<file path="config.mk">
export PLATFORM = sky130hd
export DESIGN_NAME = active_alarm_set_rotator_core
export DESIGN_NICKNAME = d
export VERILOG_FILES = /design/src/hw/rtl/aasr_pkg.sv /design/src/hw/rtl/active_alarm_set_rotator_core.sv /design/src/hw/rtl/aasr_cell.sv
export SDC_FILE = /design/constraint.sdc
export NUM_CORES = 1
export LEC_CHECK = 0
export BUFFER_PORTS_ARGS = -buffer_cell sky130_fd_sc_hd__buf_2
export CORE_MARGIN = 5
export CORE_UTILIZATION = 35
export CTS_CLUSTER_DIAMETER = 80
export CTS_CLUSTER_SIZE = 20
export DETAILED_ROUTE_END_ITERATION = 12
export SETUP_SLACK_MARGIN = 0.15
export SLEW_MARGIN = 20
export SYNTH_ARGS = -nofsm -noshare
export SYNTH_HDL_FRONTEND = slang
export SYNTH_SLANG_ARGS = --single-unit
</file>
<file path="constraint.sdc">
create_clock -name clk_i -period 4.12 [get_ports clk_i]
set_clock_uncertainty 0.05 [all_clocks]
set_input_delay 0.412 -clock clk_i [delete_from_list [all_inputs] [get_ports clk_i]]
set_output_delay 0.412 -clock clk_i [all_outputs]
set_load 0.03 [all_outputs]
</file>
<file path="src/hw/rtl/aasr_pkg.sv">
// shared types, command and status codes, message index lookup
`timescale 1ns / 1ps

package aasr_pkg;

  localparam int CodeWidth = 8;

  localparam logic [1:0] CMD_RAISE = 2'd0;
  localparam logic [1:0] CMD_CLEAR = 2'd1;
  localparam logic [1:0] CMD_SHOW  = 2'd2;
  localparam logic [1:0] CMD_NONE  = 2'd3;

  localparam logic [2:0] ST_DONE     = 3'd0;
  localparam logic [2:0] ST_DUP      = 3'd1;
  localparam logic [2:0] ST_FULL     = 3'd2;
  localparam logic [2:0] ST_ABSENT   = 3'd3;
  localparam logic [2:0] ST_ZERO     = 3'd4;

  localparam logic [2:0] MSG_UNKNOWN = 3'd7;

  // broadcast to every cell
  typedef struct packed {
    logic                 raise_we;
    logic                 clear_en;
    logic [CodeWidth-1:0] code;
  } cell_ctrl_t;

  // rippled from cell to cell
  typedef struct packed {
    logic                 seen;
    logic [CodeWidth-1:0] rd_data;
  } cell_bus_t;

  function automatic logic [2:0] msg_index(input logic [CodeWidth-1:0] code);
    logic [2:0] idx;
    case (code)
      8'd9:    idx = 3'd0;
      8'd10:   idx = 3'd1;
      8'd14:   idx = 3'd2;
      8'd15:   idx = 3'd3;
      8'd23:   idx = 3'd4;
      8'd33:   idx = 3'd5;
      8'd99:   idx = 3'd6;
      default: idx = MSG_UNKNOWN;
    endcase
    return idx;
  endfunction

endpackage

</file>
<file path="src/hw/rtl/active_alarm_set_rotator_core.sv">
// active alarm set with rotating display pointer, top level
//
//   channel  | dir | request contents (lsb first)
//   s_axis   | in  | tdata: cmd[1:0], alarm_code[9:2]
//   m_axis   | out | tdata: shown_code[7:0], message_index[10:8], has_alarm[11],
//            |     |        active_count[15:12], status[18:16]
//
// each request is registered first; then the cell row searches, shifts and
// updates in a single pass, once the output register is free or being read. a
// finished result waits in the output register while the next request is taken.
// reset empties all slots, zeroes count and pointer; no clearing pass. command 3 gives no result.
`timescale 1ns / 1ps

module active_alarm_set_rotator_core #(
  parameter int SLOT_COUNT = 8
) (
  input  logic        clk_i,
  input  logic        rst_ni,
  input  logic        s_axis_tvalid_i,
  output logic        s_axis_tready_o,
  input  logic [15:0] s_axis_tdata_i,   // cmd, alarm_code
  output logic        m_axis_tvalid_o,
  input  logic        m_axis_tready_i,
  output logic [23:0] m_axis_tdata_o    // shown_code, message_index, has_alarm,
                                        // active_count, status
);

  localparam int CW = $clog2(SLOT_COUNT + 1);
  localparam int PW = $clog2(SLOT_COUNT);

  // request register
  logic                           item_valid_q;
  logic [1:0]                     cmd_q;
  logic [aasr_pkg::CodeWidth-1:0] code_q;

  // control state
  logic [CW-1:0] count_q, count_d;
  logic [PW-1:0] ptr_q, ptr_d;

  // result register
  logic                           out_valid_q;
  logic [aasr_pkg::CodeWidth-1:0] shown_q, shown_d;
  logic [2:0]                     msg_q;
  logic                           has_q;
  logic [3:0]                     cnt_q;
  logic [2:0]                     status_q, status_d;

  logic                 exec;
  logic                 is_raise, is_clear, code_zero, found, full;
  logic                 raise_ok, clear_ok;
  logic [CW-1:0]        ptr_inc;
  aasr_pkg::cell_ctrl_t ctrl;

  aasr_pkg::cell_bus_t            bus [SLOT_COUNT+1];
  logic [aasr_pkg::CodeWidth-1:0] slot_w [SLOT_COUNT];

  assign s_axis_tready_o = !item_valid_q;
  assign exec            = item_valid_q && (!out_valid_q || m_axis_tready_i);

  assign is_raise  = (cmd_q == aasr_pkg::CMD_RAISE);
  assign is_clear  = (cmd_q == aasr_pkg::CMD_CLEAR);
  assign code_zero = (code_q == '0);
  assign found     = bus[SLOT_COUNT].seen;
  assign full      = (count_q == CW'(SLOT_COUNT));
  assign raise_ok  = is_raise && !code_zero && !found && !full;
  assign clear_ok  = is_clear && !code_zero && found;

  always_comb begin
    ctrl.raise_we = exec && raise_ok;
    ctrl.clear_en = exec && clear_ok;
    ctrl.code     = code_q;
  end

  assign bus[0] = '0;

  for (genvar i = 0; i < SLOT_COUNT; i++) begin : g_cell
    logic [aasr_pkg::CodeWidth-1:0] next_slot;
    if (i == SLOT_COUNT - 1) begin : g_last
      assign next_slot = '0;
    end else begin : g_mid
      assign next_slot = slot_w[i+1];
    end

    aasr_cell u_cell (
      .clk_i       (clk_i),
      .rst_ni      (rst_ni),
      .ctrl_i      (ctrl),
      .wr_sel_i    (count_q == CW'(i)),
      .rd_sel_i    (ptr_q == PW'(i)),
      .next_slot_i (next_slot),
      .bus_i       (bus[i]),
      .bus_o       (bus[i+1]),
      .slot_o      (slot_w[i])
    );
  end

  assign ptr_inc = CW'(ptr_q) + CW'(1);

  always_comb begin
    count_d  = count_q;
    ptr_d    = ptr_q;
    shown_d  = code_q;
    status_d = aasr_pkg::ST_DONE;
    case (cmd_q)
      aasr_pkg::CMD_RAISE: begin
        if (code_zero) begin
          status_d = aasr_pkg::ST_ZERO;
        end else if (found) begin
          status_d = aasr_pkg::ST_DUP;
        end else if (full) begin
          status_d = aasr_pkg::ST_FULL;
        end else begin
          count_d = count_q + CW'(1);
        end
      end
      aasr_pkg::CMD_CLEAR: begin
        if (code_zero) begin
          status_d = aasr_pkg::ST_ZERO;
        end else if (!found) begin
          status_d = aasr_pkg::ST_ABSENT;
        end else begin
          count_d = count_q - CW'(1);
        end
      end
      aasr_pkg::CMD_SHOW: begin
        if (count_q == '0) begin
          shown_d = '0;
        end else begin
          shown_d = bus[SLOT_COUNT].rd_data;
          ptr_d   = (ptr_inc < count_q) ? ptr_inc[PW-1:0] : '0;
        end
      end
      default: begin
      end
    endcase
  end

  always_ff @(posedge clk_i or negedge rst_ni) begin
    if (!rst_ni) begin
      item_valid_q <= 1'b0;
      out_valid_q  <= 1'b0;
      count_q      <= '0;
      ptr_q        <= '0;
    end else begin
      if (s_axis_tvalid_i && s_axis_tready_o) begin
        item_valid_q <= 1'b1;
      end else if (exec) begin
        item_valid_q <= 1'b0;
      end
      if (exec && (cmd_q != aasr_pkg::CMD_NONE)) begin
        out_valid_q <= 1'b1;
      end else if (m_axis_tready_i) begin
        out_valid_q <= 1'b0;
      end
      if (exec) begin
        count_q <= count_d;
        ptr_q   <= ptr_d;
      end
    end
  end

  always_ff @(posedge clk_i) begin
    if (s_axis_tvalid_i && s_axis_tready_o) begin
      cmd_q  <= s_axis_tdata_i[1:0];
      code_q <= s_axis_tdata_i[9:2];
    end
    if (exec && (cmd_q != aasr_pkg::CMD_NONE)) begin
      shown_q  <= shown_d;
      msg_q    <= aasr_pkg::msg_index(shown_d);
      has_q    <= (count_d != '0);
      cnt_q    <= 4'(count_d);
      status_q <= status_d;
    end
  end

  assign m_axis_tvalid_o = out_valid_q;
  assign m_axis_tdata_o  = {5'b0, status_q, cnt_q, has_q, msg_q, shown_q};

endmodule

</file>
<file path="src/hw/rtl/aasr_cell.sv">
// one alarm slot: match, read tap and shift-forward compaction
`timescale 1ns / 1ps

module aasr_cell (
  input  logic                          clk_i,
  input  logic                          rst_ni,
  input  aasr_pkg::cell_ctrl_t          ctrl_i,
  input  logic                          wr_sel_i,
  input  logic                          rd_sel_i,
  input  logic [aasr_pkg::CodeWidth-1:0] next_slot_i,
  input  aasr_pkg::cell_bus_t           bus_i,
  output aasr_pkg::cell_bus_t           bus_o,
  output logic [aasr_pkg::CodeWidth-1:0] slot_o
);

  logic [aasr_pkg::CodeWidth-1:0] slot_q, slot_d;
  logic                           hit;

  assign hit = (slot_q == ctrl_i.code) && (ctrl_i.code != '0);

  always_comb begin
    bus_o.seen    = bus_i.seen | hit;
    bus_o.rd_data = bus_i.rd_data | (rd_sel_i ? slot_q : '0);
  end

  always_comb begin
    slot_d = slot_q;
    if (ctrl_i.clear_en && bus_o.seen) begin
      slot_d = next_slot_i;
    end else if (ctrl_i.raise_we && wr_sel_i) begin
      slot_d = ctrl_i.code;
    end
  end

  always_ff @(posedge clk_i or negedge rst_ni) begin
    if (!rst_ni) begin
      slot_q <= '0;
    end else begin
      slot_q <= slot_d;
    end
  end

  assign slot_o = slot_q;

endmodule

</file>
==> run metrics <==
outcome finished, final reports clean; Worst-Margin Slew 0.835 ns; met2 usage in global routing 0.285; unrepaired setup endpoints after global routing no; Nets 698; placed cell count 883; Max-cap violations 0; largest area contributor in the netlist dfrtp_1; IO Count 46; num rows 49; Clock Sinks 102; Finished Layout Cells 899; CTS max path bufs 2; CTS tree yes; worst reg2reg startpoint code_q[7]; crit path cell chain nor4_4 > and2_1 > nor3_2 > nor4b_4 > and4_4 > and4_1 > nor2_1 > a21o_1; detailed-router iteration count before antenna repair 5; cell area after synthesis 6330 sq um; Req. time, crit path 4.31 ns; post-cts resize count 0; asr flop ratio synth 0.716; Post-Route WL 17800 microns; via/cell ratio 5.70; Detailed Place HPWL 12800 microns; Core Area 17900 sq um; VDD IR max 294 uV; Hold Fails Final Rpt 0; library cells used by synthesis 59; layout cells sized above 1 0.124; CTS Buf Count 9; worst skew pair latency 0.36 ns; grt met3 use 0.0503; DR WL/cell 19.8 microns; crit path launch code_q[7]; Main synth FF type dfrtp_1; synthesized area per cell 9.78 sq um; Die X 144 microns; largest net degree at the start of global routing 50; number of global-route vias before repair 5198; DR iter-0 viols 483; first-pass GRT wire length 28500 microns; TNS Setup 0 ns; Gate Count Post-Synth 647; critical path's largest stage delay 0.60 ns; Power Density 561 nW/um^2; fillcell total 1779; R2R depth 8; number of nets still failing antenna checks after routing 0; busiest grt layer met2; Critical Path Sink Type flip-flop; gr ovfl total 0; GRT met1 Usage 0.225; Port Buffers 34; Die Ht 144 microns; antenna diode count 0; WP data arrival 3.67 ns; GRT Total Usage 0.176; Crit Path Category reg2reg; Critical Path Slowest Stage Cell nor4b_4; RD Place Congestion 0.919; R2R setup slack 0.64 ns; synth-to-layout area growth 9.53%; number of synthesized flops with an enable pin 29; initial core utilization 0.353; fin crit period 3.48 ns; sequential fraction of the synthesis area 0.426; post-route clock period utilization 0.846; DRC 0; #FFs+latches synth 102; Synth area leaders dfrtp_1 (29%), edfxtp_1 (14%), xnor2_1 (6.1%), nand2_1 (4.9%), xor2_1 (3.5%); Leak 0.00313 uW; relative slew slack 0.442; critical path buffer and inverter count 0; Slew Limit Fails 0; Top Family by Delay on Critical Path simple AND/OR/NAND/NOR gates; Clock Tree Root clkbuf_16; critical-path maximum fanout 14; post-layout util 0.387; Synth warnings 0; H-tree depth 3; setup violators final 0; initial antenna violation count 0; Post-CTS Setup Bufs 0; r2r endpoint g_cell[1].u_cell.slot_o[2]; via count 5123; DIE AREA 20900 sq um; post-cts hold buffer count 0; Hold Crit Class in2async; Worst-path clk slew 0.07 ns; Fmax achieved 287 MHz; Yosys top cell area share 0.289; Worst setup SP type flip-flop
-- per-layer routing --
metal	share of wire	vias to the layer above	routed length [microns]
met5	0	-	0
met4	0.026	0	464
met3	0.072	32	1270
met2	0.48	205	8490
met1	0.42	2542	7540
li1	-	2344	-
-- worst max path at each step --
| stage | depth (start not counted) | end | slack, ns |
|---|---|---|---|
| floorplan | 12 | msg_q[0] | 1.29 |
| global placement | 8 | g_cell[1].u_cell.slot_o[2] | 0.73 |
| detailed placement | 8 | g_cell[1].u_cell.slot_o[2] | 0.64 |
| CTS | 8 | g_cell[1].u_cell.slot_o[2] | 0.62 |
| global route | 8 | g_cell[1].u_cell.slot_o[1] | 0.44 |
| finish | 8 | g_cell[1].u_cell.slot_o[2] | 0.64 |
-- flip-flops by register name, indices dropped and copies added, names as in the netlist --
name,flops
item_valid_q,1
cmd_q,2
count_q,4
code_q,8
shown_q,8
has_q,1
cnt_q,4
m_axis_tvalid_o,1
ptr_q,3
msg_q,3
g_cell.u_cell.slot_o,64
status_q,3
-- cells in the mapped netlist, drive strengths merged, types with 2 or more instances --
cell type	number
a221o	4
nand4	12
buf	38
o21ai	25
a21o	19
and2	4
o221ai	11
xor2	25
a221oi	9
edfxtp	29
nor2	25
and3	2
a211oi	4
and4	7
ha	13
clkbuf	15
a21oi	12
nand3	23
inv	44
a31oi	4
nor4	11
a22oi	22
nand2b	5
a222oi	2
a22o	19
xnor2	44
mux2i	21
nor2b	3
o211ai	12
nor4b	3
dfrtp	73
nand2	82
nor3	11
-- final cells by class --
class,instances,area (sq um),share of cell area
inverters,44,165,0.0238
clock inverters,2,13.8,0.00199
repair buffers,56,335,0.0484
clock buffers,14,285,0.0412
well taps,229,287,0.0413
multi-input cells,452,3150,0.454
flip-flops and latches,102,2700,0.389
-- layout by cell type (no fill, tap or decap), drive strengths merged, types with 7 or more instances in the layout --
master,count
nand2,82
o221ai,11
a21oi,12
a22o,19
a22oi,22
xor2,25
mux2i,21
nand3,23
edfxtp,29
a21o,19
nor3,11
clkbuf,14
nor2,25
nand4,12
and4,7
o211ai,12
xnor2,44
buf,56
o21ai,25
dfrtp,73
nor4,11
inv,44
a221oi,9
ha,13
-- logic make-up (layout without fill, tap and decap cells) --
kind of cell,count (synthesis),count (layout),share of synthesized area
compound gates,152,152,0.178
xor+xnor,69,69,0.0955
fa+ha+maj,13,13,0.0257
buf+inv,97,116,0.0787
flops,102,102,0.426
mux,22,22,0.0356
other cells,1,5,0.000593
simple gates,191,191,0.160
-- worst register-to-register path: cells and delay by family, from the launching register on --
family | cells | cell delay (ns)
flops | 1 | 0.43
simple gates | 7 | 2.67
compound gates | 1 | 0.22
-- metrics by stage --
step	power [uW]	cell area, sq um	hold WS, ns	worst slack [ns]
floorplan	2590	6340	0.0664	1.29
global placement	2990	6630	0.401	0.730
detailed placement	3020	6630	0.413	0.637
CTS	3880	6930	0.0316	0.619
global route	4110	6930	0.0539	0.441
finish	3890	6930	0.0114	0.636
-- report_power, final --
group | leakage, uW | internal (uW) | switching, uW
registers | 0.00116 | 1290 | 259
clock network | 0.000148 | 481 | 378
logic | 0.00182 | 527 | 948
total | 0.00313 | 2300 | 1580
Note: power is estimated with default switching activity, not from simulation.
